[src/rtl/ffad_pkg.sv]
package ffad_pkg;

  localparam int MEM_UNITS_DEF  = 128;
  localparam int MAX_BLOCKS_DEF = 128;
  localparam int ID_WIDTH_DEF   = 16;

  localparam logic [7:0] MEM_SIZE_RST = 8'd128;

  typedef enum logic [1:0] {
    OP_ALLOC  = 2'd0,
    OP_ERASE  = 2'd1,
    OP_DEFRAG = 2'd2,
    OP_NONE   = 2'd3
  } op_t;

  localparam logic [1:0] ST_OK      = 2'd0;
  localparam logic [1:0] ST_NULL    = 2'd1;
  localparam logic [1:0] ST_ILLEGAL = 2'd2;

  // control part of the wave that walks the cell row
  typedef struct packed {
    logic tok;  // this cell is being visited
    logic hit;  // block placed (alloc) or identifier found (erase)
  } wave_ctl_t;

endpackage

[src/rtl/ffad_cell.sv]
module ffad_cell #(
  parameter int AW  = 8,
  parameter int IDW = 16
) (
  input  logic               clk,
  input  logic               rst_n,
  input  ffad_pkg::op_t      op_i,
  input  logic [15:0]        opnd_i,
  input  logic [IDW-1:0]     new_id_i,
  input  logic [AW-1:0]      size_i,
  input  ffad_pkg::wave_ctl_t wctl_i,
  input  logic [AW-1:0]      pl_i,
  input  logic               hv_i,
  input  logic [IDW-1:0]     hid_i,
  input  logic [AW-1:0]      hf_i,
  input  logic [AW-1:0]      hl_i,
  output ffad_pkg::wave_ctl_t wctl_o,
  output logic [AW-1:0]      pl_o,
  output logic               hv_o,
  output logic [IDW-1:0]     hid_o,
  output logic [AW-1:0]      hf_o,
  output logic [AW-1:0]      hl_o,
  input  logic               nv_i,
  input  logic [IDW-1:0]     nid_i,
  input  logic [AW-1:0]      nf_i,
  input  logic [AW-1:0]      nl_i,
  output logic               v_o,
  output logic [IDW-1:0]     id_o,
  output logic [AW-1:0]      f_o,
  output logic [AW-1:0]      l_o
);

  localparam int SW = ((AW > 16) ? AW : 16) + 1;
  localparam int EW = (IDW > 16) ? IDW : 16;

  logic                v_r, v_nxt;
  logic [IDW-1:0]      id_r, id_nxt;
  logic [AW-1:0]       f_r, f_nxt;
  logic [AW-1:0]       l_r, l_nxt;
  ffad_pkg::wave_ctl_t wctl_r, wctl_nxt;
  logic [AW-1:0]       pl_r, pl_nxt;
  logic                hv_r, hv_nxt;
  logic [IDW-1:0]      hid_r, hid_nxt;
  logic [AW-1:0]       hf_r, hf_nxt;
  logic [AW-1:0]       hl_r, hl_nxt;

  logic [SW-1:0] end_sum;
  logic          fit_mid;
  logic          fit_tail;
  logic [AW-1:0] new_first;
  logic [AW-1:0] new_last;
  logic [AW-1:0] dfr_last;
  logic          id_match;

  assign end_sum   = SW'(pl_i) + SW'(opnd_i);
  assign fit_mid   = SW'(f_r) > end_sum;
  assign fit_tail  = SW'(size_i) >= end_sum;
  assign new_first = pl_i + AW'(1);
  assign new_last  = end_sum[AW-1:0];
  assign dfr_last  = new_first + (l_r - f_r);
  assign id_match  = EW'(id_r) == EW'(opnd_i);

  always_comb begin
    v_nxt    = v_r;
    id_nxt   = id_r;
    f_nxt    = f_r;
    l_nxt    = l_r;
    wctl_nxt = wctl_i;
    pl_nxt   = pl_i;
    hv_nxt   = hv_i;
    hid_nxt  = hid_i;
    hf_nxt   = hf_i;
    hl_nxt   = hl_i;
    if (wctl_i.tok) begin
      unique case (op_i)
        ffad_pkg::OP_ALLOC: begin
          if (wctl_i.hit) begin
            // ripple the displaced entry one cell up
            v_nxt   = hv_i;
            id_nxt  = hid_i;
            f_nxt   = hf_i;
            l_nxt   = hl_i;
            hv_nxt  = v_r;
            hid_nxt = id_r;
            hf_nxt  = f_r;
            hl_nxt  = l_r;
          end else if ((v_r && fit_mid) || (!v_r && fit_tail)) begin
            v_nxt        = 1'b1;
            id_nxt       = new_id_i;
            f_nxt        = new_first;
            l_nxt        = new_last;
            hv_nxt       = v_r;
            hid_nxt      = id_r;
            hf_nxt       = f_r;
            hl_nxt       = l_r;
            wctl_nxt.hit = 1'b1;
          end else if (v_r) begin
            pl_nxt = l_r;
          end
        end
        ffad_pkg::OP_ERASE: begin
          // pull the upper neighbor down from the erased entry on
          if (wctl_i.hit || (v_r && id_match)) begin
            v_nxt        = nv_i;
            id_nxt       = nid_i;
            f_nxt        = nf_i;
            l_nxt        = nl_i;
            wctl_nxt.hit = 1'b1;
          end
        end
        ffad_pkg::OP_DEFRAG: begin
          if (v_r) begin
            f_nxt  = new_first;
            l_nxt  = dfr_last;
            pl_nxt = dfr_last;
          end
        end
        ffad_pkg::OP_NONE: begin
        end
        default: begin
        end
      endcase
    end
  end

  always_ff @(posedge clk) begin
    if (!rst_n) begin
      v_r    <= 1'b0;
      wctl_r <= '0;
    end else begin
      v_r    <= v_nxt;
      wctl_r <= wctl_nxt;
    end
  end

  always_ff @(posedge clk) begin
    id_r  <= id_nxt;
    f_r   <= f_nxt;
    l_r   <= l_nxt;
    pl_r  <= pl_nxt;
    hv_r  <= hv_nxt;
    hid_r <= hid_nxt;
    hf_r  <= hf_nxt;
    hl_r  <= hl_nxt;
  end

  assign wctl_o = wctl_r;
  assign pl_o   = pl_r;
  assign hv_o   = hv_r;
  assign hid_o  = hid_r;
  assign hf_o   = hf_r;
  assign hl_o   = hl_r;
  assign v_o    = v_r;
  assign id_o   = id_r;
  assign f_o    = f_r;
  assign l_o    = l_r;

endmodule

[config.mk]
export PLATFORM = sky130hd
export DESIGN_NAME = ffad_cell
export DESIGN_NICKNAME = d
export VERILOG_FILES = /design/src/rtl/ffad_pkg.sv /design/src/rtl/ffad_cell.sv
export SDC_FILE = /design/constraint.sdc
export NUM_CORES = 1
export LEC_CHECK = 0
export ABC_AREA = 1
export BUFFER_PORTS_ARGS = -buffer_cell sky130_fd_sc_hd__buf_2
export CAP_MARGIN = 0
export CORE_AREA = 2 2 152 139
export CTS_CLUSTER_SIZE = 16
export DETAILED_ROUTE_END_ITERATION = 8
export DIE_AREA = 0 0 154 141
export GPL_TIMING_DRIVEN = 0
export HOLD_SLACK_MARGIN = 0.08
export SYNTH_ARGS = -nofsm -noshare
export SYNTH_HDL_FRONTEND = slang
export SYNTH_SLANG_ARGS = --single-unit
[constraint.sdc]
create_clock -name clk -period 5.1 [get_ports clk]
set_input_delay 1.53 -clock clk [delete_from_list [all_inputs] [get_ports clk]]
set_output_delay 1.53 -clock clk [all_outputs]
set_load 0.01 [all_outputs]
==> summary.md, run 1 <==
| Metric | Value |
|---|---|
| Post-route setup slack | `approximately 0.18 ns` |
| All-Layer GR Usage | `21.2%` |
| Starting Density | `approximately 30%` |
| Leakage | `roughly 4.0 nW` |
| CTS sink count | `76` |
| Crit Path Category | `in2reg` |
| Status | `complete, no violations` |
| Core ar. | `20300 µm²` |
| Post-synth EDFFs | `32` |
| Die H | `approximately 140 µm` |
| DR vias | `roughly 6500` |
| CP peak stage delay | `roughly 0.40 ns` |
| Post-route insts no fill | `1327` |
| Count of cell types in the netlist | `44` |
| Clock Latency Late Sink | `roughly 0.36 ns` |
| CTS tree | `done` |
| Critical path buffers and inverters | `7` |
| Hold Path End | `hid_o[0]` |
| Worst-path maximum fanout | `16` |
| Setup_tns | `0 ns` |
| Max-capacitance violation count | `0` |
| Worst setup EP type | `flop` |
| R2R setup slack | `roughly 2.1 ns` |
| Clock transition at path regs | `roughly 0.070 ns` |
| Crit-path cells | `clkbuf_4 > ha_4 > inv_1 > fa_1 > inv_1 > nand2_1 > nand2_2 > and2_4 > xor2_4 > inv_1 > ha_1 > nand4_1 > o211ai_1 > nand4_1 > nand2_1 > nand2_1 > nand2_1 > nand4_1 > nand2_2 > inv_4 > nand3_2 > nand4_1 > clkinvlp_4 > buf_12` |
| Pwr Density | `around 280 nW/µm²` |
| Post-Route WL | `between 20 and 25 mm` |
| GP Congestion | `approximately 0.97` |
| RSZ-0062 raised after global routing | `no` |
| Synth Warn # | `0` |
| DP Wirelength | `between 15 and 20 mm` |
| Share of the synthesized area in the top cell type | `between 10% and 20%` |
| Largest cells by area after synthesis | `nand2_1, edfxtp_1, dfxtp_1` |
| Worst reg-to-reg path cell count | `21` |
| Clock buffer depth | `2` |
| Placed Area | `7250 µm²` |
| DRT antenna net count | `0` |
| Startpoint types | `input pin` |
| First-pass GRT wire length | `35.1 mm` |
| Placement Setup Slack | `-0.712 ns` |
| Post-synth ARST share | `0%` |
| DRT Pass-1 Iters | `5` |
| Slew margin rel. | `about 15%` |
| Die X | `154 µm` |
| Most common flop cell mapped by yosys | `dfxtp_1` |
| Worst Tran Pin Value | `between 1 and 1.5 ns` |
| Final min period | `4.92 ns` |
| WL/cell | `about 18 µm` |
| Synth top cells by count | `nand2_1, inv_1, a21oi_1, nand3_1, nor2_1` |
| Critical path required time | `around 5.2 ns` |
| H-tree Lvls | `3` |
| I/O pin count | `around 200` |
| Initial antenna violation count | `1` |
| Grt ovf | `0` |
| Final setup vio count | `0` |
| Critical path's top delay family | `simple AND/OR/NAND/NOR gates` |
| Nets | `between 1000 and 1500` |
| Layout overhead on the synthesized area | `28.8%` |
| Final Hold Fails | `0` |
| Detailed-route vias per instance | `between 4 and 5` |
| Final Cycle Share | `between 90% and 100%` |
| Cell taking the most area after synthesis | `nand2_1` |
| Setup Skew | `between 0.01 and 0.015 ns` |
| CP arrival | `approximately 5 ns` |
| # port buffers | `~190` |
| Clk root buf | `clkbuf_16` |
| Hold buffers post-CTS | `0` |
| Layout Utilization | `between 30 and 40%` |
| Synthesized cell area | `5960 µm²` |
| Number of buffers created by CTS | `9` |
| Vias in the first global route | `6161` |
| Hold Crit Class | `reg2reg` |
| Syn_nets | `between 1000 and 1500` |
| Hold path cells | `2` |
| Share of the yosys chip area belonging to registers | `a little under a third` |
| HP Start | `id_o[0]` |
| #FFs+latches synth | `76` |
| Drc violations | `0` |
| Total die area | `21700 µm²` |
| Count leader, synth | `nand2_1` |
| Reg-to-reg endpoint | `pl_o[7]` |
| Max VDD drop | `roughly 140 µV` |
| Placement row count | `50` |
| Pin count of the biggest net entering global routing | `17` |
| Max Transition Viols Final | `0` |
| Initial DRC count | `around 580` |
| Slowest CP cell | `fa_1` |
| Fraction of layout cells with a size suffix above 1 | `a little over a quarter` |
| Placed cells | `around 1300` |
| Fmax | `about 200 MHz` |
| Reg-to-Reg Start | `f_o[1]` |
| Mean Syn Cell Area | `~7 µm²` |
| Cell count after synthesis | `851` |
| Post-route cell area | `roughly 7700 µm²` |
-- worst reg2reg max path, stage by stage, from the launching register on --
cell      delay, ns
edfxtp_1       0.42
inv_1          0.15
fa_1           0.46
ha_1           0.32
a21oi_1        0.13
nor2_1         0.07
o21ai_0        0.22
nand2_1        0.09
a21oi_1        0.13
inv_1          0.08
nand2_1        0.06
nand2_1        0.05
a21oi_1        0.16
inv_1          0.06
nand2_1        0.06
nand2_1        0.05
nand2_1        0.09
nand2_1        0.06
nand2_1        0.07
nand2_1        0.05
nand2_1        0.05
nand2_1        0.06
-- metal layers --
| metal | part of all wire, % | routed length [µm] | vias up | GRT usage [%] |
|---|---|---|---|---|
| met2 | 44 | 10400 | 292 | 33.4 |
| met3 | 8.1 | 1920 | 41 | 3.97 |
| met5 | 0.063 | 15 | - | 0 |
| met1 | 45 | 10700 | 2988 | 29.4 |
| met4 | 2.8 | 653 | 2 | 7.08 |
| li1 | - | - | 3214 | - |
-- cells in the final DEF (no fill, tap or decap), types with 8 or more instances in the layout --
cell type | Yosys | routed
a21oi_1 | 71 | 71
a32o_1 | 8 | 8
buf_2 | 3 | 195
clkbuf_1 | 18 | 18
clkbuf_16 | 0 | 9
dfxtp_1 | 44 | 44
edfxtp_1 | 32 | 32
fa_1 | 8 | 8
ha_1 | 35 | 34
inv_1 | 103 | 101
nand2_1 | 257 | 256
nand2_2 | 14 | 15
nand3_1 | 65 | 64
nand4_1 | 15 | 15
nor2_1 | 52 | 52
o21ai_0 | 22 | 22
o21ai_2 | 18 | 18
xor2_1 | 14 | 13
-- stage by stage --
| step | hold WS [ns] | total power, mW |
|---|---|---|
| floorplan | 0.579 | 1.15 |
| global placement | 0.541 | 1.40 |
| detailed placement | 0.569 | 1.40 |
| CTS | 0.583 | 2.11 |
| global route | 0.603 | 2.23 |
| finish | 0.591 | 2.12 |
-- registers in the layout, summed over array words and instances (netlist names) --
signal  flops
wctl_o      2
f_o         8
hl_o        8
l_o         8
v_o         1
hv_o        1
hid_o      16
hf_o        8
pl_o        8
id_o       16
-- power breakdown --
group	leakage, nW	internal [mW]	switching, mW	total [mW]
Combinational	3.15	0.259	0.427	0.686
Sequential	0.670	0.693	0.0338	0.727
Clock	0.152	0.393	0.313	0.706
-- area by class of cell --
| class | instances | area [µm²] |
|---|---|---|
| Fill cell | 2166 | 12700 |
| Multi-Input combinational cell | 635 | 3560 |
| Sequential cell | 76 | 1840 |
| Timing Repair Buffer | 199 | 1030 |
| Inverter | 112 | 430 |
| Tap cell | 260 | 325 |
| Clock buffer | 9 | 225 |
| Buffer | 28 | 166 |
| Clock inverter | 7 | 88.8 |
| Antenna cell | 1 | 2.50 |
-- worst max path at each step --
stage	from	slack, ns	cells past startpoint	end
2_1_floorplan	opnd_i[0]	0.38	22	f_o[0]
3_3_place_gp	opnd_i[0]	-0.72	23	f_o[4]
3_5_place_dp	pl_i[0]	-0.71	23	f_o[4]
4_1_cts	opnd_i[0]	0.09	24	f_o[3]
5_1_grt	opnd_i[0]	0.05	24	l_o[2]
6_report	opnd_i[0]	0.18	24	l_o[3]
-- kinds of logic (layout without fill, tap and decap cells) --
group                      count (synthesis)  in the layout  share of synthesized area, %
and+or+nand+nor                          435            435                          32.2
buffers and inverters                    140            355                          9.89
AOI/OAI and AO/OA                        139            139                          14.3
DFF                                       76             76                          30.9
adders and majority gates                 43             43                          10.0
xor gates and xnor gates                  18             18                          2.65
other                                      0              1                             0
-- timing repair --
action / 4_1_cts / 5_1_grt
setup endpoints to repair: 32 / 35
pin swaps: 0 / 2
buffers inserted: 3 / 2
gates resized for setup: 3 / 7
No activity file was read; power rests on OpenSTA's default activity.
==> run 2, diff against run 1 <==
- ABC_AREA: 1 -> default
- CORE_AREA: 2 2 152 139 -> 2 2 143 131
- DIE_AREA: 0 0 154 141 -> 0 0 145 133
- SLEW_MARGIN: default -> 0
==> summary.md, run 2 <==
| Metric | Value |
|---|---|
| Startpoint types | `input pin (unchanged)` |
| Pin count of the biggest net entering global routing | `18 (was 17)` |
| First-pass GRT wire length | `27.0 mm (was 35.1 mm)` |
| Setup_tns | `0 ns (unchanged)` |
| Hold buffers post-CTS | `0 (unchanged)` |
| # port buffers | `194 (unchanged)` |
| Clock transition at path regs | `0.06 ns (was 0.07 ns)` |
| Commonest non-fill, non-tap cell in the layout | `buf_2 (was nand2_1)` |
| Max-capacitance violation count | `0 (unchanged)` |
| Number of buffers created by CTS | `9 (unchanged)` |
| Count of cell types in the netlist | `63 (was 44)` |
| Post-synth ARST share | `0% (unchanged)` |
| Fraction of layout cells with a size suffix above 1 | `38.6% (was 27.2%)` |
| Drc violations | `0 (unchanged)` |
| Synth Warn # | `0 (unchanged)` |
| Most common flop cell mapped by yosys | `dfxtp_1 (unchanged)` |
| Synthesized cell area | `5280 µm² (was 5960 µm²)` |
| Detailed-route vias per instance | `4.83 (was 4.93)` |
| Critical path required time | `5.33 ns (was 5.16 ns)` |
| Critical path buffers and inverters | `2 (was 7)` |
| Commonest non-fill, non-tap cells in the layout | `buf_2, dfxtp_1, a21oi_1 (was nand2_1, buf_2, inv_1)` |
| Final setup vio count | `0 (unchanged)` |
| CTS tree | `done (unchanged)` |
| DRT Pass-1 Iters | `6 (was 5)` |
| #FFs+latches synth | `76 (unchanged)` |
| Slew margin rel. | `34.3% (was 14.8%)` |
| Fill cells | `1806 (was 2166)` |
| Final Cycle Share | `96.0% (was 96.6%)` |
| CTS sink count | `76 (unchanged)` |
| CP arrival | `5.13 ns (was 4.98 ns)` |
| Post-Route WL | `18.0 mm (was 23.7 mm)` |
| Synth top cells by count | `dfxtp_1, a21oi_1, ha_1, nand2_1, edfxtp_1 (was nand2_1, inv_1, a21oi_1, nand3_1, nor2_1)` |
| Fmax | `204 MHz (was 203 MHz)` |
| Source of the critical timing path | `pl_i[1] (was opnd_i[0])` |
| I/O pin count | `196 (unchanged)` |
| Die X | `145 µm (was 154 µm)` |
| Crit Path Category | `in2reg (unchanged)` |
| Pwr Total | `1.95 mW (was 2.12 mW)` |
| Post-route setup slack | `0.206 ns (was 0.176 ns)` |
| Die H | `133 µm (was 141 µm)` |
| Initial antenna violation count | `1 (unchanged)` |
| Reg-to-Reg Start | `f_o[1] (unchanged)` |
| Largest cells by area after synthesis | `edfxtp_1, dfxtp_1, mux2_4 (was nand2_1, edfxtp_1, dfxtp_1)` |
| Slowest CP cell | `ha_1 (was fa_1)` |
| Sw Pwr | `0.648 mW (was 0.774 mW)` |
| Critical path's top delay family | `compound AO/OA/AOI/OAI gates (was simple AND/OR/NAND/NOR gates)` |
| Clock buffer depth | `2 (unchanged)` |
| Grt ovf | `0 (unchanged)` |
| Total die area | `19300 µm² (was 21700 µm²)` |
| WL/cell | `18.6 µm (was 17.9 µm)` |
| Clock Latency Late Sink | `0.35 ns (was 0.36 ns)` |
| GP Congestion | `0.845 (was 0.971)` |
| CP peak stage delay | `0.32 ns (was 0.40 ns)` |
| Gate power share | `32.4% (about the same)` |
| Clk root buf | `clkbuf_16 (unchanged)` |
| Mean Syn Cell Area | `10.3 µm² (was 7.00 µm²)` |
| Placement row count | `47 (was 50)` |
| Hold Crit Class | `reg2reg (unchanged)` |
| All-Layer GR Usage | `18.4% (was 21.2%)` |
| Nets | `885 (was 1224)` |
| Core ar. | `17900 µm² (was 20300 µm²)` |
| DR vias | `4696 (was 6537)` |
| Cell taking the most area after synthesis | `edfxtp_1 (was nand2_1)` |
| Clk pwr share | `30.6% (was 33.3%)` |
| Max VDD drop | `161 µV (was 136 µV)` |
| Crit-path cells | `buf_2 > ha_1 > a211oi_2 > o21ai_2 > a21o_2 > a21oi_1 > xor2_1 > ha_1 > a21boi_1 > o221ai_1 > a21oi_2 > a22oi_2 > a31oi_1 > o21ai_1 > a21oi_4 > nor2_8 > buf_12 > mux2_4 (was clkbuf_4 > ha_4 > inv_1 > fa_1 > inv_1 > nand2_1 > nand2_2 > and2_4 > xor2_4 > inv_1 > ha_1 > nand4_1 > o211ai_1 > nand4_1 > nand2_1 > nand2_1 > nand2_1 > nand4_1 > nand2_2 > inv_4 > nand3_2 > nand4_1 > clkinvlp_4 > buf_12)` |
| Layout Utilization | `38.8% (was 37.7%)` |
| Starting Density | `29.4% (was 29.3%)` |
| Final Hold Fails | `0 (unchanged)` |
| Seq pwr share | `37.1% (was 34.3%)` |
| Most used cell, CP | `ha_1` |
| Share of the synthesized area in the top cell type | `18.2% (was 16.2%)` |
| Leakage | `3.11 nW (was 3.97 nW)` |
| HP Start | `id_o[12] (was id_o[0])` |
| Worst-path maximum fanout | `10 (was 16)` |
| DRT antenna net count | `0 (unchanged)` |
| Placement Setup Slack | `-0.925 ns (was -0.712 ns)` |
| H-tree Lvls | `3 (unchanged)` |
| Worst setup EP type | `flop (unchanged)` |
| Layout overhead on the synthesized area | `32.0% (was 28.8%)` |
| Hold Slack | `0.563 ns (was 0.591 ns)` |
| Post-synth EDFFs | `32 (unchanged)` |
| Max Transition Viols Final | `0 (unchanged)` |
| Final min period | `4.89 ns (was 4.92 ns)` |
| Worst Tran Pin Value | `0.985 ns (was 1.26 ns)` |
| Sw Ratio | `33.1% (was 36.5%)` |
| Status | `complete, no violations (unchanged)` |
| Pwr Density | `281 nW/µm² (was 276 nW/µm²)` |
| Share of the yosys chip area belonging to registers | `34.9% (was 30.9%)` |
| Initial DRC count | `218 (was 576)` |
| DP Wirelength | `14.1 mm (was 19.1 mm)` |
| Count leader, synth | `dfxtp_1 (was nand2_1)` |
| Cell Int Power | `1.31 mW (was 1.34 mW)` |
| Syn_nets | `673 (was 1014)` |
| Vias in the first global route | `4702 (was 6161)` |
| Setup Skew | `0.00756 ns (was 0.0126 ns)` |
| Cell count after synthesis | `510 (was 851)` |
## run 2: cell types whose count changed after synthesis, moves of 8 or more
cell,change
mux2_4,+30
a211oi_1,+10
a32o_1,-8
nand2_1,-222
a21oi_1,-32
xor2_1,+11
nand2_2,-13
mux2i_1,+31
o21ai_2,-16
nand4_1,-9
a221oi_1,+11
nor2_1,-27
nand3_1,-57
inv_1,-77
## run 2: timing repair
action / in CTS / in global routing
pin swaps: 3 / 6
cloned: 0 / 1
setup endpoints to repair: 64 / 70
setup buffers: 3 / 3
gates resized for setup: 4 / 11
## run 2: path summary, 6_finish.rpt
kind                     to  slack [ns]  depth (start not counted)
hold reg to reg   hid_o[12]        0.56                          1
hold / removal    hid_o[12]        0.56                          1
setup / recovery    hf_o[3]        0.21                         18
setup reg to reg     l_o[7]        1.90                         12
## run 2: logic make-up (layout without fill, tap and decap cells)
kind of cell	Yosys count	after routing	synth area share, %
other cells	0	1	0
compound gates	139	139	18.5
buf+inv	48	264	4.53
xor+xnor	36	36	5.98
fa+ha+maj	43	43	11.3
simple gates	105	105	9.87
flops	76	76	34.9
mux	63	63	14.8
## run 2: power groups by stage
stage	Combinational, mW	Sequential, mW	Clock [mW]
6_report	0.632	0.725	0.597
5_1_grt	0.701	0.730	0.641
4_1_cts	0.616	0.725	0.617
3_5_place_dp	0.603	0.738	0
3_3_place_gp	0.596	0.739	0
2_1_floorplan	0.373	0.754	0
## run 2: layout make-up
cell class	instances	area (µm²)	area share (%)
Antenna cell	1	2.50	0.0359
Buffer	21	138	1.98
Clock buffer	9	225	3.23
Clock inverter	6	41.3	0.593
Inverter	27	101	1.45
Multi-Input combinational cell	386	3270	46.9
Sequential cell	76	1840	26.4
Tap cell	245	307	4.40
Timing Repair Buffer	201	1040	15.0
## run 2: stage by stage
stage                     std cells  instance area, µm²
final                           972                6970
after global routing            971                6960
after CTS                       967                6890
after detailed placement        949                6570
after global placement          949                6570
after floorplan                 510                5300
## run 2: per-layer routing
layer	vias up	part of all wire [%]	global-route usage (%)	wire length [µm]
met4	0	1.5	4.84	271
li1	2312	-	-	-
met5	-	0	0	0
met2	160	47	29.6	8430
met1	2207	47	25.0	8470
met3	17	4.8	4.21	867
==> run 3, diff against run 2 <==
- CORE_AREA: 2 2 143 131 -> 2 2 112 103
- DIE_AREA: 0 0 145 133 -> 0 0 114 105
- PLACE_DENSITY: default -> 0.79
==> summary.md, run 3 (synthesis results as in run 2) <==
| Metric | Value |
|---|---|
| Initial DRC count | `357 (was 218)` |
| Slowest CP cell | `ha_1 (unchanged)` |
| Max Transition Viols Final | `0 (unchanged)` |
| Clock Latency Late Sink | `0.35 ns (about the same)` |
| Crit Path Category | `in2reg (unchanged)` |
| Fraction of layout cells with a size suffix above 1 | `38.4% (was 38.6%)` |
| Fmax | `201 MHz (was 204 MHz)` |
| Seq. cell area | `1840 µm² (unchanged)` |
| Worst setup EP type | `flop (unchanged)` |
| Worst-path maximum fanout | `10 (unchanged)` |
| Starting Density | `49.2% (was 29.4%)` |
| Layout Utilization | `63.6% (was 38.8%)` |
| Total die area | `12000 µm² (was 19300 µm²)` |
| Multi-input logic area | `3270 µm² (about the same)` |
| Detailed-route vias per instance | `5.82 (was 4.83)` |
| I/O pin count | `196 (unchanged)` |
| DR vias | `4994 (was 4696)` |
| Crit-path cells | `buf_2 > ha_1 > o211ai_1 > o21ai_2 > a21o_2 > a21oi_1 > xor2_1 > ha_1 > a21boi_1 > o221ai_1 > a21oi_2 > a22oi_1 > a31oi_1 > o21ai_2 > a21oi_4 > nor2_8 > buf_12 > mux2_4 (was buf_2 > ha_1 > a211oi_2 > o21ai_2 > a21o_2 > a21oi_1 > xor2_1 > ha_1 > a21boi_1 > o221ai_1 > a21oi_2 > a22oi_2 > a31oi_1 > o21ai_1 > a21oi_4 > nor2_8 > buf_12 > mux2_4)` |
| Final min period | `4.97 ns (was 4.89 ns)` |
| Clock buffer depth | `2 (unchanged)` |
| Final setup vio count | `0 (unchanged)` |
| Leakage | `3.10 nW (was 3.11 nW)` |
| Slew margin rel. | `39.0% (was 34.3%)` |
| Nets | `882 (was 885)` |
| Setup_tns | `0 ns (unchanged)` |
| Max VDD drop | `222 µV (was 161 µV)` |
| Core ar. | `10700 µm² (was 17900 µm²)` |
| Commonest non-fill, non-tap cell in the layout | `buf_2 (unchanged)` |
| Final Cycle Share | `97.4% (was 96.0%)` |
| Die H | `105 µm (was 133 µm)` |
| Initial antenna violation count | `1 (unchanged)` |
| Clock transition at path regs | `0.06 ns (about the same)` |
| Hold buffers post-CTS | `0 (unchanged)` |
| Fill cells | `890 (was 1806)` |
| Status | `complete, no violations (unchanged)` |
| Post-Route WL | `16.9 mm (was 18.0 mm)` |
| CTS sink count | `76 (unchanged)` |
| Drc violations | `0 (unchanged)` |
| Critical path required time | `5.34 ns (was 5.33 ns)` |
| Placement row count | `36 (was 47)` |
| Setup Skew | `0.00645 ns (was 0.00756 ns)` |
| Hold Slack | `0.567 ns (was 0.563 ns)` |
| CP peak stage delay | `0.35 ns (was 0.32 ns)` |
| Post-route setup slack | `0.133 ns (was 0.206 ns)` |
| DP Wirelength | `13.0 mm (was 14.1 mm)` |
| Max-capacitance violation count | `0 (unchanged)` |
| Grt ovf | `0 (unchanged)` |
| Worst Tran Pin Value | `0.915 ns (was 0.985 ns)` |
| Pin count of the biggest net entering global routing | `18 (unchanged)` |
| WL/cell | `19.7 µm (was 18.6 µm)` |
| Commonest non-fill, non-tap cells in the layout | `buf_2, dfxtp_1, a21oi_1 (unchanged)` |
| Placement Setup Slack | `-0.886 ns (was -0.925 ns)` |
| # port buffers | `194 (unchanged)` |
| Vias in the first global route | `4975 (was 4702)` |
| Die X | `114 µm (was 145 µm)` |
| GP Congestion | `0.924 (was 0.845)` |
| Layout overhead on the synthesized area | `29.1% (was 32.0%)` |
| First-pass GRT wire length | `25.7 mm (was 27.0 mm)` |
| CTS tree | `done (unchanged)` |
| Final Hold Fails | `0 (unchanged)` |
| Clk root buf | `clkbuf_16 (unchanged)` |
| Hold Crit Class | `reg2reg (unchanged)` |
| All-Layer GR Usage | `27.8% (was 18.4%)` |
| Pwr Density | `288 nW/µm² (was 281 nW/µm²)` |
| Startpoint types | `input pin (unchanged)` |
| H-tree Lvls | `3 (unchanged)` |
| Number of buffers created by CTS | `9 (unchanged)` |
| CP arrival | `5.20 ns (was 5.13 ns)` |
| DRT Pass-1 Iters | `6 (unchanged)` |
| DRT antenna net count | `0 (unchanged)` |
## run 3: cell count changes in the layout (fill, tap and decap cells not counted), sizes merged
cell / previous run / this run
clkinvlp: 3 / 1
buf: 207 / 204
clkbuf: 24 / 26
clkinv: 2 / 4
inv: 28 / 27
## run 3: final cells by class
type / instances / share of cell area [%]
clock inverters: 5 / 0.404
flip-flops and latches: 76 / 27.0
plain buffers: 21 / 2.02
diodes: 1 / 0.0367
well taps: 133 / 2.44
repair buffers: 198 / 15.1
multi-input cells: 386 / 48.0
inverters: 27 / 1.49
clock buffers: 11 / 3.56
## run 3: path summary, 6_finish.rpt
check / start / to / slack (ns) / cells past startpoint
hold reg to reg: id_o[8] / hid_o[8] / 0.57 / 1
setup / recovery: opnd_i[2] / hf_o[3] / 0.13 / 18
hold / removal: id_o[8] / hid_o[8] / 0.57 / 1
setup reg to reg: f_o[1] / l_o[7] / 1.94 / 12
## run 3: through the flow
step	cells	cell area (µm²)	total power, mW
finish	858	6810	1.96
floorplan	510	5300	1.13
detailed placement	837	6430	1.34
CTS	855	6740	1.94
global placement	837	6430	1.31
global route	858	6810	2.05
## run 3: critical path, delay by kind of cell
kind                     cells  cell delay (ns)
AO/OA/AOI/OAI               11             2.08
multiplexers                 1             0.30
XOR/XNOR                     1             0.22
AND/OR/NAND/NOR              1             0.11
buffers and inverters        2             0.29
adder cells (fa/ha/maj)      2             0.66
## run 3: layer usage
metal / wire length (µm) / GRT usage [%]
met4: 517 / 11.8
met5: 0 / 0
met3: 1360 / 7.19
met1: 7000 / 35.4
met2: 8010 / 44.7
## run 3: timing repair
item,CTS,global route
pin swaps,2,9
setup endpoints to repair,63,73
resized for setup,1,12
setup buffers,2,2
## run 3: report_power, final
| part | switching (mW) | internal [mW] | leakage [nW] |
|---|---|---|---|
| clock | 0.257 | 0.339 | 0.135 |
| combinational | 0.352 | 0.289 | 2.30 |
| sequential | 0.0318 | 0.692 | 0.667 |
